## src/rtl/hps_pkg.sv

```systemverilog
// ----------------------------------------------------------------------------
// hps_pkg: shared types and constants of the heap pool selector
// Field widths, word layouts, operation and status codes, and sequencer
// states used by the pool selection block.
// ----------------------------------------------------------------------------
package hps_pkg;

    localparam int NUM_POOLS = 8;
    localparam int NUM_ROLES = 8;
    localparam int SIZE_BITS = 40;

    localparam int OP_W     = 2;
    localparam int SLOT_W   = 3;
    localparam int ID_W     = 32;
    localparam int ROLE_W   = 3;
    localparam int PRIO_W   = 8;
    localparam int ALIGN_W  = 33;
    localparam int SEL_W    = 32;
    localparam int STATUS_W = 3;

    // Request size plus alignment padding, and that sum plus bytes used.
    localparam int NEED_W = SIZE_BITS + 1;
    localparam int FIT_W  = SIZE_BITS + 2;

    // Load comparison runs on half-width partial products.
    localparam int HALF_W = (SIZE_BITS + 1) / 2;
    localparam int PROD_W = 2 * HALF_W;
    localparam int ACC_W  = 4 * HALF_W + 1;
    localparam int STEP_W = 4;
    localparam logic [STEP_W-1:0] LOAD_ISSUE_LAST = STEP_W'(7);
    localparam logic [STEP_W-1:0] LOAD_ACC_LAST   = STEP_W'(8);
    localparam logic [STEP_W-1:0] LOAD_DECIDE     = STEP_W'(9);

    // Input word layout, lowest bit first.
    localparam int IN_SLOT_LSB   = 0;
    localparam int IN_TARGET_LSB = IN_SLOT_LSB + SLOT_W;
    localparam int IN_ROLE_LSB   = IN_TARGET_LSB + ID_W;
    localparam int IN_PRIO_LSB   = IN_ROLE_LSB + ROLE_W;
    localparam int IN_PLL_LSB    = IN_PRIO_LSB + PRIO_W;
    localparam int IN_GROW_LSB   = IN_PLL_LSB + 1;
    localparam int IN_CAP_LSB    = IN_GROW_LSB + 1;
    localparam int IN_USED_LSB   = IN_CAP_LSB + SIZE_BITS;
    localparam int IN_SIZE_LSB   = IN_USED_LSB + SIZE_BITS;
    localparam int IN_ALIGN_LSB  = IN_SIZE_LSB + SIZE_BITS;
    localparam int IN_NLL_LSB    = IN_ALIGN_LSB + ALIGN_W;
    localparam int IN_BITS       = IN_NLL_LSB + 1;
    localparam int IN_TDATA_W    = ((IN_BITS + 7) / 8) * 8;

    // Output word layout, lowest bit first.
    localparam int OUT_BITS    = STATUS_W + SLOT_W + ID_W + SEL_W;
    localparam int OUT_TDATA_W = ((OUT_BITS + 7) / 8) * 8;

    typedef enum logic [OP_W-1:0] {
        OP_REGISTER,
        OP_REPORT,
        OP_UNREGISTER,
        OP_SELECT
    } t_op;

    typedef enum logic [STATUS_W-1:0] {
        STS_OK,
        STS_INVALID,
        STS_SLOT_BUSY,
        STS_NO_CANDIDATE,
        STS_UNKNOWN_ID,
        STS_IN_USE,
        STS_IDS_EXHAUSTED
    } t_status;

    typedef enum logic [2:0] {
        ST_IDLE,
        ST_CHECK,
        ST_SCAN,
        ST_LOAD,
        ST_DONE
    } t_state;

endpackage

```

## src/rtl/heap_pool_selector_top.sv

```systemverilog
// ----------------------------------------------------------------------------
// heap_pool_selector_top: memory pool table with best-pool selection
// Registers, reports, unregisters and selects pools over an eight-slot table
// with a small sequencer and one shared partial-product multiplier.
// ----------------------------------------------------------------------------
// Usage. Requests arrive as words on the slave stream: tuser carries the
// operation, tdata the request fields. Every request yields exactly one
// result word on the master stream. The block takes one request at a time
// and holds s_axis_tready low from acceptance until its result has been
// moved into the output register.
// Register, report usage and rejected requests pass from the check state
// straight to the done state. Tready rises together with the result.
// Unregister walks the slots, one per cycle, and stops at the match.
// Select walks all eight slots; each qualifying slot that ties the current
// best on priority and latency class runs a load comparison on the shared
// 20x20 multiplier (eight partial products, one per cycle, then a
// decision) before the scan moves on. The load comparison loop on that
// multiplier sets the worst case.
// Reset clears the slot valid bits, restarts identities at one and empties
// the output register; no clearing pass is needed. When the receiver stalls,
// the finished result waits in the output register, the next request can
// still be accepted, and its result waits in the sequencer until the
// output register frees.
// ----------------------------------------------------------------------------
module heap_pool_selector_top
    import hps_pkg::*;
(
    input  logic                   i_clk,
    input  logic                   i_rst_n,
    input  logic                   i_s_axis_tvalid,
    output logic                   o_s_axis_tready,
    // slot, target_id, role, priority_req, pool_low_latency, may_grow,
    // capacity, used_bytes, request_size, alignment, need_low_latency
    input  logic [IN_TDATA_W-1:0]  i_s_axis_tdata,
    // operation
    input  logic [OP_W-1:0]        i_s_axis_tuser,
    output logic                   o_m_axis_tvalid,
    input  logic                   i_m_axis_tready,
    // status, chosen_slot, pool_id, times_selected
    output logic [OUT_TDATA_W-1:0] o_m_axis_tdata
);

    // Sequencer and request registers.
    t_state                r_state, n_state;
    t_op                   r_op;
    logic [SLOT_W-1:0]     r_slot;
    logic [ID_W-1:0]       r_target;
    logic [ROLE_W-1:0]     r_role;
    logic [PRIO_W-1:0]     r_prio;
    logic                  r_pll;
    logic                  r_grow;
    logic [SIZE_BITS-1:0]  r_cap;
    logic [SIZE_BITS-1:0]  r_used;
    logic                  r_size_zero;
    logic [ALIGN_W-1:0]    r_align;
    logic [NEED_W-1:0]     r_need;
    logic                  r_need_ll;

    // Pool table. Only the valid bits are reset.
    logic [NUM_POOLS-1:0]  r_valid;
    logic [ID_W-1:0]       r_tab_id   [NUM_POOLS];
    logic [ROLE_W-1:0]     r_tab_role [NUM_POOLS];
    logic [PRIO_W-1:0]     r_tab_prio [NUM_POOLS];
    logic                  r_tab_ll   [NUM_POOLS];
    logic                  r_tab_grow [NUM_POOLS];
    logic [SIZE_BITS-1:0]  r_tab_cap  [NUM_POOLS];
    logic [SIZE_BITS-1:0]  r_tab_used [NUM_POOLS];
    logic [SEL_W-1:0]      r_tab_sel  [NUM_POOLS];
    logic [ID_W-1:0]       r_next_id;

    // Scan position and the best candidate seen so far.
    logic [SLOT_W-1:0]     r_idx, n_idx;
    logic                  r_have_best, n_have_best;
    logic [SLOT_W-1:0]     r_best_slot;
    logic [ID_W-1:0]       r_best_id;
    logic [PRIO_W-1:0]     r_best_prio;
    logic                  r_best_ll;
    logic [SIZE_BITS-1:0]  r_best_n;
    logic [SIZE_BITS-1:0]  r_best_d;
    logic [SEL_W-1:0]      r_best_sel;

    // Shared multiplier and load difference accumulator.
    logic [STEP_W-1:0]     r_step, n_step;
    logic [PROD_W-1:0]     r_prod, n_prod;
    logic                  r_prod_sub, n_prod_sub;
    logic [1:0]            r_prod_pos, n_prod_pos;
    logic [ACC_W-1:0]      r_acc, n_acc;

    // Result of the current request.
    t_status               r_status, n_status;
    logic [SLOT_W-1:0]     r_res_slot, n_res_slot;
    logic [ID_W-1:0]       r_res_id, n_res_id;
    logic [SEL_W-1:0]      r_res_times, n_res_times;

    // Output register.
    logic                  r_out_valid;
    logic [OUT_TDATA_W-1:0] r_out_data, n_out_data;

    // Combinational control.
    logic                  accept;
    logic                  out_free;
    logic                  done_fire;
    logic [SLOT_W-1:0]     rd_addr;
    logic                  rd_valid;
    logic [ID_W-1:0]       rd_id;
    logic [ROLE_W-1:0]     rd_role;
    logic [PRIO_W-1:0]     rd_prio;
    logic                  rd_ll;
    logic                  rd_grow;
    logic [SIZE_BITS-1:0]  rd_cap;
    logic [SIZE_BITS-1:0]  rd_used;
    logic [SEL_W-1:0]      rd_sel;
    logic [SIZE_BITS-1:0]  cand_n;
    logic [SIZE_BITS-1:0]  cand_d;
    logic                  cand_fit;
    logic                  cand_qual;
    logic                  tie;
    logic                  rank_direct;
    logic                  scan_last;
    logic                  load_decide;
    logic                  load_take;
    logic                  take;
    logic                  start_load;
    logic                  match_unreg;
    logic                  role_bad;
    logic                  select_bad;
    logic [SEL_W-1:0]      best_sel_inc;
    logic [SIZE_BITS-1:0]  mul_x;
    logic [SIZE_BITS-1:0]  mul_y;
    logic [HALF_W-1:0]     mul_xh;
    logic [HALF_W-1:0]     mul_yh;
    logic [ACC_W-1:0]      acc_term;
    logic [SLOT_W-1:0]     wr_addr;
    logic                  wr_enable;

    assign accept          = i_s_axis_tvalid && o_s_axis_tready;
    assign o_s_axis_tready = (r_state == ST_IDLE);
    assign out_free        = !r_out_valid || i_m_axis_tready;
    assign done_fire       = (r_state == ST_DONE) && out_free;
    assign o_m_axis_tvalid = r_out_valid;
    assign o_m_axis_tdata  = r_out_data;

    // Single table read port: the addressed slot while checking, else the scan slot.
    assign rd_addr  = (r_state == ST_CHECK) ? r_slot : r_idx;
    assign rd_valid = r_valid[rd_addr];
    assign rd_id    = r_tab_id[rd_addr];
    assign rd_role  = r_tab_role[rd_addr];
    assign rd_prio  = r_tab_prio[rd_addr];
    assign rd_ll    = r_tab_ll[rd_addr];
    assign rd_grow  = r_tab_grow[rd_addr];
    assign rd_cap   = r_tab_cap[rd_addr];
    assign rd_used  = r_tab_used[rd_addr];
    assign rd_sel   = r_tab_sel[rd_addr];

    // A pool of zero capacity counts as fully loaded, i.e. load one over one.
    assign cand_n = (rd_cap == '0) ? SIZE_BITS'(1) : rd_used;
    assign cand_d = (rd_cap == '0) ? SIZE_BITS'(1) : rd_cap;

    // The request fits when used plus size plus padding stays within capacity.
    assign cand_fit  = (FIT_W'(rd_used) + FIT_W'(r_need)) <= FIT_W'(rd_cap);
    assign cand_qual = rd_valid && (rd_role == r_role) && (!r_need_ll || rd_ll)
                       && (rd_grow || cand_fit);

    assign tie         = (rd_prio == r_best_prio) && (rd_ll == r_best_ll);
    assign rank_direct = (rd_prio != r_best_prio) ? (rd_prio > r_best_prio) : rd_ll;
    assign scan_last   = (r_idx == SLOT_W'(NUM_POOLS - 1));
    assign load_decide = (r_state == ST_LOAD) && (r_step == LOAD_DECIDE);

    // The accumulator holds cand_n*best_d - best_n*cand_d: negative means the
    // candidate carries the lower load.
    assign load_take = r_acc[ACC_W-1] || ((r_acc == '0) && (rd_id < r_best_id));

    assign start_load  = (r_state == ST_SCAN) && (r_op == OP_SELECT) && cand_qual
                         && r_have_best && tie;
    assign take        = ((r_state == ST_SCAN) && (r_op == OP_SELECT) && cand_qual
                          && (!r_have_best || (!tie && rank_direct)))
                         || (load_decide && load_take);
    assign match_unreg = (r_state == ST_SCAN) && (r_op == OP_UNREGISTER) && rd_valid
                         && (rd_id == r_target);

    assign role_bad   = (ROLE_W + 1)'(r_role) >= (ROLE_W + 1)'(NUM_ROLES);
    assign select_bad = role_bad || r_size_zero || (r_align == '0)
                        || ((r_align & (r_align - ALIGN_W'(1))) != '0);

    assign best_sel_inc = (r_best_sel == '1) ? r_best_sel : r_best_sel + SEL_W'(1);

    // Operand selection of the shared multiplier. Steps 0 to 3 form
    // cand_n*best_d, steps 4 to 7 best_n*cand_d, one half pair per step.
    assign mul_x  = r_step[2] ? r_best_n : cand_n;
    assign mul_y  = r_step[2] ? cand_d : r_best_d;
    assign mul_xh = r_step[1] ? HALF_W'(mul_x >> HALF_W) : mul_x[HALF_W-1:0];
    assign mul_yh = r_step[0] ? HALF_W'(mul_y >> HALF_W) : mul_y[HALF_W-1:0];

    always_comb begin
        case (r_prod_pos)
            2'd0:    acc_term = ACC_W'(r_prod);
            2'd1:    acc_term = ACC_W'(r_prod) << HALF_W;
            default: acc_term = ACC_W'(r_prod) << (2 * HALF_W);
        endcase
    end

    // Next state.
    always_comb begin
        n_state = r_state;
        case (r_state)
            ST_IDLE: begin
                if (accept) begin
                    n_state = ST_CHECK;
                end
            end
            ST_CHECK: begin
                if ((r_op == OP_UNREGISTER) && (r_target != '0)) begin
                    n_state = ST_SCAN;
                end else if ((r_op == OP_SELECT) && !select_bad) begin
                    n_state = ST_SCAN;
                end else begin
                    n_state = ST_DONE;
                end
            end
            ST_SCAN: begin
                if (start_load) begin
                    n_state = ST_LOAD;
                end else if (match_unreg || scan_last) begin
                    n_state = ST_DONE;
                end
            end
            ST_LOAD: begin
                if (load_decide) begin
                    n_state = scan_last ? ST_DONE : ST_SCAN;
                end
            end
            ST_DONE: begin
                if (out_free) begin
                    n_state = ST_IDLE;
                end
            end
            default: n_state = ST_IDLE;
        endcase
    end

    // Datapath and result control.
    always_comb begin
        n_idx       = r_idx;
        n_have_best = r_have_best;
        n_step      = r_step;
        n_prod      = r_prod;
        n_prod_sub  = r_prod_sub;
        n_prod_pos  = r_prod_pos;
        n_acc       = r_acc;
        n_status    = r_status;
        n_res_slot  = r_res_slot;
        n_res_id    = r_res_id;
        n_res_times = r_res_times;
        n_out_data  = '0;
        wr_enable   = 1'b0;
        wr_addr     = (r_op == OP_SELECT) ? r_best_slot : r_res_slot;

        case (r_state)
            ST_CHECK: begin
                n_idx       = '0;
                n_have_best = 1'b0;
                n_status    = STS_OK;
                n_res_slot  = '0;
                n_res_id    = '0;
                n_res_times = '0;
                case (r_op)
                    OP_REGISTER: begin
                        if (((SLOT_W + 1)'(r_slot) >= (SLOT_W + 1)'(NUM_POOLS)) || role_bad
                            || (r_cap == '0)) begin
                            n_status = STS_INVALID;
                        end else if (rd_valid) begin
                            n_status = STS_SLOT_BUSY;
                        end else if (r_next_id == '0) begin
                            n_status = STS_IDS_EXHAUSTED;
                        end else begin
                            n_res_slot = r_slot;
                            n_res_id   = r_next_id;
                        end
                    end
                    OP_REPORT: begin
                        if (((SLOT_W + 1)'(r_slot) >= (SLOT_W + 1)'(NUM_POOLS)) || !rd_valid)
                        begin
                            n_status = STS_INVALID;
                        end else begin
                            n_res_slot  = r_slot;
                            n_res_id    = rd_id;
                            n_res_times = rd_sel;
                        end
                    end
                    OP_UNREGISTER: begin
                        if (r_target == '0) begin
                            n_status = STS_INVALID;
                        end
                    end
                    default: begin
                        if (select_bad) begin
                            n_status = STS_INVALID;
                        end
                    end
                endcase
            end
            ST_SCAN: begin
                if (take) begin
                    n_have_best = 1'b1;
                end
                if (match_unreg) begin
                    n_res_slot = r_idx;
                    n_res_id   = r_target;
                    n_status   = (rd_used != '0) ? STS_IN_USE : STS_OK;
                end else if (start_load) begin
                    n_step = '0;
                    n_acc  = '0;
                end else if (scan_last) begin
                    if (r_op == OP_UNREGISTER) begin
                        n_status = STS_UNKNOWN_ID;
                    end else begin
                        n_status = (take || r_have_best) ? STS_OK : STS_NO_CANDIDATE;
                    end
                end else begin
                    n_idx = r_idx + SLOT_W'(1);
                end
            end
            ST_LOAD: begin
                n_step = r_step + STEP_W'(1);
                if (r_step <= LOAD_ISSUE_LAST) begin
                    n_prod     = PROD_W'(mul_xh) * PROD_W'(mul_yh);
                    n_prod_sub = r_step[2];
                    n_prod_pos = 2'(r_step[1]) + 2'(r_step[0]);
                end
                if ((r_step != '0) && (r_step <= LOAD_ACC_LAST)) begin
                    n_acc = r_prod_sub ? (r_acc - acc_term) : (r_acc + acc_term);
                end
                if (load_decide) begin
                    if (scan_last) begin
                        n_status = STS_OK;
                    end else begin
                        n_idx = r_idx + SLOT_W'(1);
                    end
                end
            end
            ST_DONE: begin
                wr_enable = done_fire && (r_status == STS_OK);
                n_out_data[STATUS_W-1:0] = r_status;
                if (r_status == STS_OK) begin
                    if (r_op == OP_SELECT) begin
                        n_out_data[STATUS_W +: SLOT_W]                 = r_best_slot;
                        n_out_data[STATUS_W + SLOT_W +: ID_W]          = r_best_id;
                        n_out_data[STATUS_W + SLOT_W + ID_W +: SEL_W]  = best_sel_inc;
                    end else begin
                        n_out_data[STATUS_W +: SLOT_W]                 = r_res_slot;
                        n_out_data[STATUS_W + SLOT_W +: ID_W]          = r_res_id;
                        n_out_data[STATUS_W + SLOT_W + ID_W +: SEL_W]  = r_res_times;
                    end
                end
            end
            default: begin
            end
        endcase
    end

    // Control registers.
    always_ff @(posedge i_clk) begin
        if (!i_rst_n) begin
            r_state     <= ST_IDLE;
            r_valid     <= '0;
            r_next_id   <= ID_W'(1);
            r_out_valid <= 1'b0;
            r_have_best <= 1'b0;
        end else begin
            r_state     <= n_state;
            r_have_best <= n_have_best;
            if (done_fire) begin
                r_out_valid <= 1'b1;
            end else if (i_m_axis_tready) begin
                r_out_valid <= 1'b0;
            end
            if (wr_enable && (r_op == OP_REGISTER)) begin
                r_valid[wr_addr] <= 1'b1;
                r_next_id        <= r_next_id + ID_W'(1);
            end else if (wr_enable && (r_op == OP_UNREGISTER)) begin
                r_valid[wr_addr] <= 1'b0;
            end
        end
    end

    // Payload registers.
    always_ff @(posedge i_clk) begin
        if (accept) begin
            r_op        <= t_op'(i_s_axis_tuser);
            r_slot      <= i_s_axis_tdata[IN_SLOT_LSB +: SLOT_W];
            r_target    <= i_s_axis_tdata[IN_TARGET_LSB +: ID_W];
            r_role      <= i_s_axis_tdata[IN_ROLE_LSB +: ROLE_W];
            r_prio      <= i_s_axis_tdata[IN_PRIO_LSB +: PRIO_W];
            r_pll       <= i_s_axis_tdata[IN_PLL_LSB];
            r_grow      <= i_s_axis_tdata[IN_GROW_LSB];
            r_cap       <= i_s_axis_tdata[IN_CAP_LSB +: SIZE_BITS];
            r_used      <= i_s_axis_tdata[IN_USED_LSB +: SIZE_BITS];
            r_size_zero <= (i_s_axis_tdata[IN_SIZE_LSB +: SIZE_BITS] == '0);
            r_align     <= i_s_axis_tdata[IN_ALIGN_LSB +: ALIGN_W];
            r_need      <= NEED_W'(i_s_axis_tdata[IN_SIZE_LSB +: SIZE_BITS])
                           + NEED_W'(i_s_axis_tdata[IN_ALIGN_LSB +: ALIGN_W] - ALIGN_W'(1));
            r_need_ll   <= i_s_axis_tdata[IN_NLL_LSB];
        end

        r_idx       <= n_idx;
        r_step      <= n_step;
        r_prod      <= n_prod;
        r_prod_sub  <= n_prod_sub;
        r_prod_pos  <= n_prod_pos;
        r_acc       <= n_acc;
        r_status    <= n_status;
        r_res_slot  <= n_res_slot;
        r_res_id    <= n_res_id;
        r_res_times <= n_res_times;

        if (take) begin
            r_best_slot <= r_idx;
            r_best_id   <= rd_id;
            r_best_prio <= rd_prio;
            r_best_ll   <= rd_ll;
            r_best_n    <= cand_n;
            r_best_d    <= cand_d;
            r_best_sel  <= rd_sel;
        end

        if (done_fire) begin
            r_out_data <= n_out_data;
        end

        if (wr_enable) begin
            case (r_op)
                OP_REGISTER: begin
                    r_tab_id[wr_addr]   <= r_next_id;
                    r_tab_role[wr_addr] <= r_role;
                    r_tab_prio[wr_addr] <= r_prio;
                    r_tab_ll[wr_addr]   <= r_pll;
                    r_tab_grow[wr_addr] <= r_grow;
                    r_tab_cap[wr_addr]  <= r_cap;
                    r_tab_used[wr_addr] <= r_used;
                    r_tab_sel[wr_addr]  <= '0;
                end
                OP_REPORT: begin
                    r_tab_cap[wr_addr]  <= r_cap;
                    r_tab_used[wr_addr] <= r_used;
                end
                OP_SELECT: begin
                    r_tab_sel[wr_addr]  <= best_sel_inc;
                end
                default: begin
                end
            endcase
        end
    end

    // A failed request reports nothing but its status.
    a_fail_clean: assert property (@(posedge i_clk) disable iff (!i_rst_n)
        (o_m_axis_tvalid && (o_m_axis_tdata[STATUS_W-1:0] != STS_OK))
        |-> (o_m_axis_tdata[OUT_TDATA_W-1:STATUS_W] == '0))
        else $error("failed request carries nonzero result fields");

    // Every successful result names an identity, never zero.
    a_ok_id: assert property (@(posedge i_clk) disable iff (!i_rst_n)
        (o_m_axis_tvalid && (o_m_axis_tdata[STATUS_W-1:0] == STS_OK))
        |-> (o_m_axis_tdata[STATUS_W + SLOT_W +: ID_W] != '0))
        else $error("successful result with identity zero");

    // The load comparison never runs past its decision step.
    a_step_bound: assert property (@(posedge i_clk) disable iff (!i_rst_n)
        (r_state == ST_LOAD) |-> (r_step <= LOAD_DECIDE))
        else $error("load comparison step counter overran");

    // An accepted word is always checked in the following cycle.
    a_accept_check: assert property (@(posedge i_clk) disable iff (!i_rst_n)
        accept |=> (r_state == ST_CHECK))
        else $error("accepted word not checked");

endmodule
```

## config.mk

```make
export PLATFORM = sky130hd
export DESIGN_NAME = heap_pool_selector_top
export DESIGN_NICKNAME = d
export VERILOG_FILES = /design/src/rtl/hps_pkg.sv /design/src/rtl/heap_pool_selector_top.sv
export SDC_FILE = /design/constraint.sdc
export NUM_CORES = 2
export LEC_CHECK = 0
export BUFFER_PORTS_ARGS = -buffer_cell sky130_fd_sc_hd__buf_4
export CAP_MARGIN = 5
export CORE_UTILIZATION = 30
export CTS_CLUSTER_DIAMETER = 80
export DETAILED_ROUTE_END_ITERATION = 10
export GPL_TIMING_DRIVEN = 0
export SETUP_SLACK_MARGIN = 0.2
export SKIP_LAST_GASP = 1
export SYNTH_ARGS = -nofsm -noshare
export SYNTH_HDL_FRONTEND = slang
export SYNTH_SLANG_ARGS = --single-unit
export TNS_END_PERCENT = 50
```

## constraint.sdc

```tcl
create_clock -name i_clk -period 40.8 [get_ports i_clk]
set_input_delay 2.04 -clock i_clk [delete_from_list [all_inputs] [get_ports i_clk]]
set_output_delay 2.04 -clock i_clk [all_outputs]
set_load 0.1 [all_outputs]
```

==> impl_results.md <==
* Crit path max-delay family: compound AO/OA/AOI/OAI gates
* Crit path DAT at 15220 ps
* Antenna violations before repair at 13
* Critical Path Sink Type: register
* FF+latch count, synth at 1934
* Worst-Skew Late Latency at 950 ps
* Most common cell after layout, fill and taps aside: edfxtp_1
* Core Region at 347000 um2
* Most used DFF post-synth: edfxtp_1
* Max_cap viols at 1
* RSZ-0062 raised after global routing: no
* PwrDens at 97.7 nW/um2
* Synth warn at 0
* Synth unique cells at 87
* CTS tree: yes
* CP Launch Type: register
* DRC violations left at 0
* H-tree depth at 4
* Avg Inst Size Synth at 11.5 um2
* Die footprint at 351000 um2
* Total routed wirelength at 344000 um
* Status: finished, violations left
* Area after DPL at 114000 um2
* First-pass GRT wire length at 495000 um
* Post-CTS Resized at 0
* Hold WC Path Type: reg -> reg
* Rel. slew slack at 0.00467
* Setup-failing EPs final at 0
* Antenna-violating nets left at 0
* Failing checks: capacitance limit
* Register area share after synthesis at 0.551
* Starting Density at 0.302
* Yosys top cell area share at 0.542
* Tcrit/Tclk final at 0.358
* Clock Skew at 112 ps
* Worst path bufs/invs at 15
* Vias in the first global route at 71.3k
* Slew Limit Fails at 0
* Final #Nets at 10.6k
* Biggest area consumer among synthesized cells: edfxtp_1
* Fin. Hold Viols at 0
* Worst Setup Path Type: reg -> reg
* Mapped Cells at 9113
* Synth Cell Area at 105000 um2
* Largest cells by area after synthesis: edfxtp_1 (54%), fa_1 (6.2%), ha_1 (4.8%)
* Die H at 593 um
* Rows at 216
* Synth-to-layout area growth at 16.0%
* CP most frequent cell: fa_1
* Setup bufs post-CTS at 0
* CTS root buffer: clkbuf_16
* Drt wl/cell at 23.8 um
* Commonest cells after routing, fill and taps aside: edfxtp_1 (1889), nand2_1 (1223), inv_1 (700), nor2_1 (675), ha_1 (398)
* Required @ worst endpoint at 41430 ps
* Final GP Congestion at 0.935
* Post-CTS Hold Buffers at 0
* Via-per-instance ratio at 5.18
* Post-synth EDFFs at 1889
* Share of post-route cells with drive strength above 1 at 0.108
* DRT iter0 DRCs at 7924
* Setup_tns at 0 ps
* CP Max Fanout at 10
* Maximum root-to-sink buffer count at 4
* Fmax at 68.5 MHz
* Grt total ovfl at 0
* Drt pass-1 iters at 5
* Min Tclk post-route at 14600 ps
* Leakage power at 45.7 nW
* Max stage delay on crit path at 930 ps
* Worst path slowest cell: a2111oi_0
* Die span in x at 593 um
* Tot GR Track Use at 0.191
* Vias at 74.8k
* Hpwl dp at 259000 um
* Clock Sinks at 1934
* Largest net degree at the start of global routing at 68
* I/O pin count at 288
* Clock buffer count from CTS at 212
* Ys async rst share at 0
* Slew at the pin with the worst max-slew slack at 1480 ps
* Peak VDD IR at 0.385 mV
* Port Buffers at 279
* Post-route cell area at 121000 um2
* Clk slew on worst S/H paths at 60 ps
[power by group]
part / internal, W / switching (W) / total (W)
combinational: 0.00302 / 0.00425 / 0.00727
sequential: 0.00259 / 0.0000572 / 0.00265
clock: 0.00111 / 0.000830 / 0.00194
[final cells by class]
type	count	area, um2
repair buffers	360	3740
clock inverters	142	1510
clock buffers	247	5460
plain buffers	489	2110
diodes	8	20.0
multi-input cells	5988	42500
inverters	703	2640
fillers	34200	225000
flip-flops and latches	1934	57600
well taps	4578	5730
[sequential cells by signal, summed over array words and instances, names as in the netlist, 41 cells and up, named ones only]
| signal | cells |
|---|---|
| r_tab_used | 320 |
| r_tab_id | 256 |
| o_m_axis_tdata | 70 |
| r_need | 41 |
| r_acc | 81 |
| r_tab_prio | 64 |
| r_tab_sel | 256 |
| r_tab_cap | 320 |
[kinds of logic (layout without fill, tap and decap cells)]
group	count (synthesis)	after routing	share of synthesized area
AO/OA/AOI/OAI	1453	1453	0.0933
XOR/XNOR	356	356	0.0298
adder cells (fa/ha/maj)	723	723	0.110
buffers and inverters	1192	1941	0.0454
flip-flops	1934	1934	0.551
multiplexers	297	297	0.0324
other	1	10	0.0000358
AND/OR/NAND/NOR	3157	3157	0.139
[per-stage QoR]
stage               cells  setup slack [ps]  hold WS (ps)  utilization  power (W)
floorplan            9114             25050           424            -    0.00807
global placement    14000             15030           465        0.324    0.00991
detailed placement  14100             26260           469        0.330    0.00993
CTS                 14400             26260           478        0.350     0.0119
global route        14400             25590           515        0.350     0.0129
finish              14400             26200           484        0.350     0.0119
[worst paths after layout]
path / startpoint / end / slack, ps / depth (start not counted)
setup / recovery: r_state[1] / r_prod[39] / 26200 / 42
hold / removal: register / register / 480 / 2
setup reg to reg: r_state[1] / r_prod[39] / 26200 / 42
hold reg to reg: register / register / 480 / 2
[cell usage after synthesis (117+ instances only)]
library cell / n
a21oi_1: 387
o21ai_0: 216
fa_1: 323
mux2i_1: 255
a211oi_1: 133
nor4_1: 124
a21o_1: 117
and3_1: 143
ha_1: 398
edfxtp_1: 1889
inv_1: 701
clkbuf_1: 307
xor2_1: 162
nor2_1: 701
or2_2: 131
nand3_1: 336
xnor2_1: 194
nand2_1: 1224
[tightest hold or removal path, delay by kind of cell (launching register included)]
kind           cells  cell delay (ps)
AO/OA/AOI/OAI      2              120
flip-flops         1              310
[per-layer routing]
layer	vias to the layer above	track usage	wire, um
li1	34000	-	-
met1	37000	0.265	148000
met2	3271	0.298	152000
met3	563	0.0304	28000
met4	8	0.0745	14900
met5	-	0	58
No activity file was read; power rests on OpenSTA's default activity.
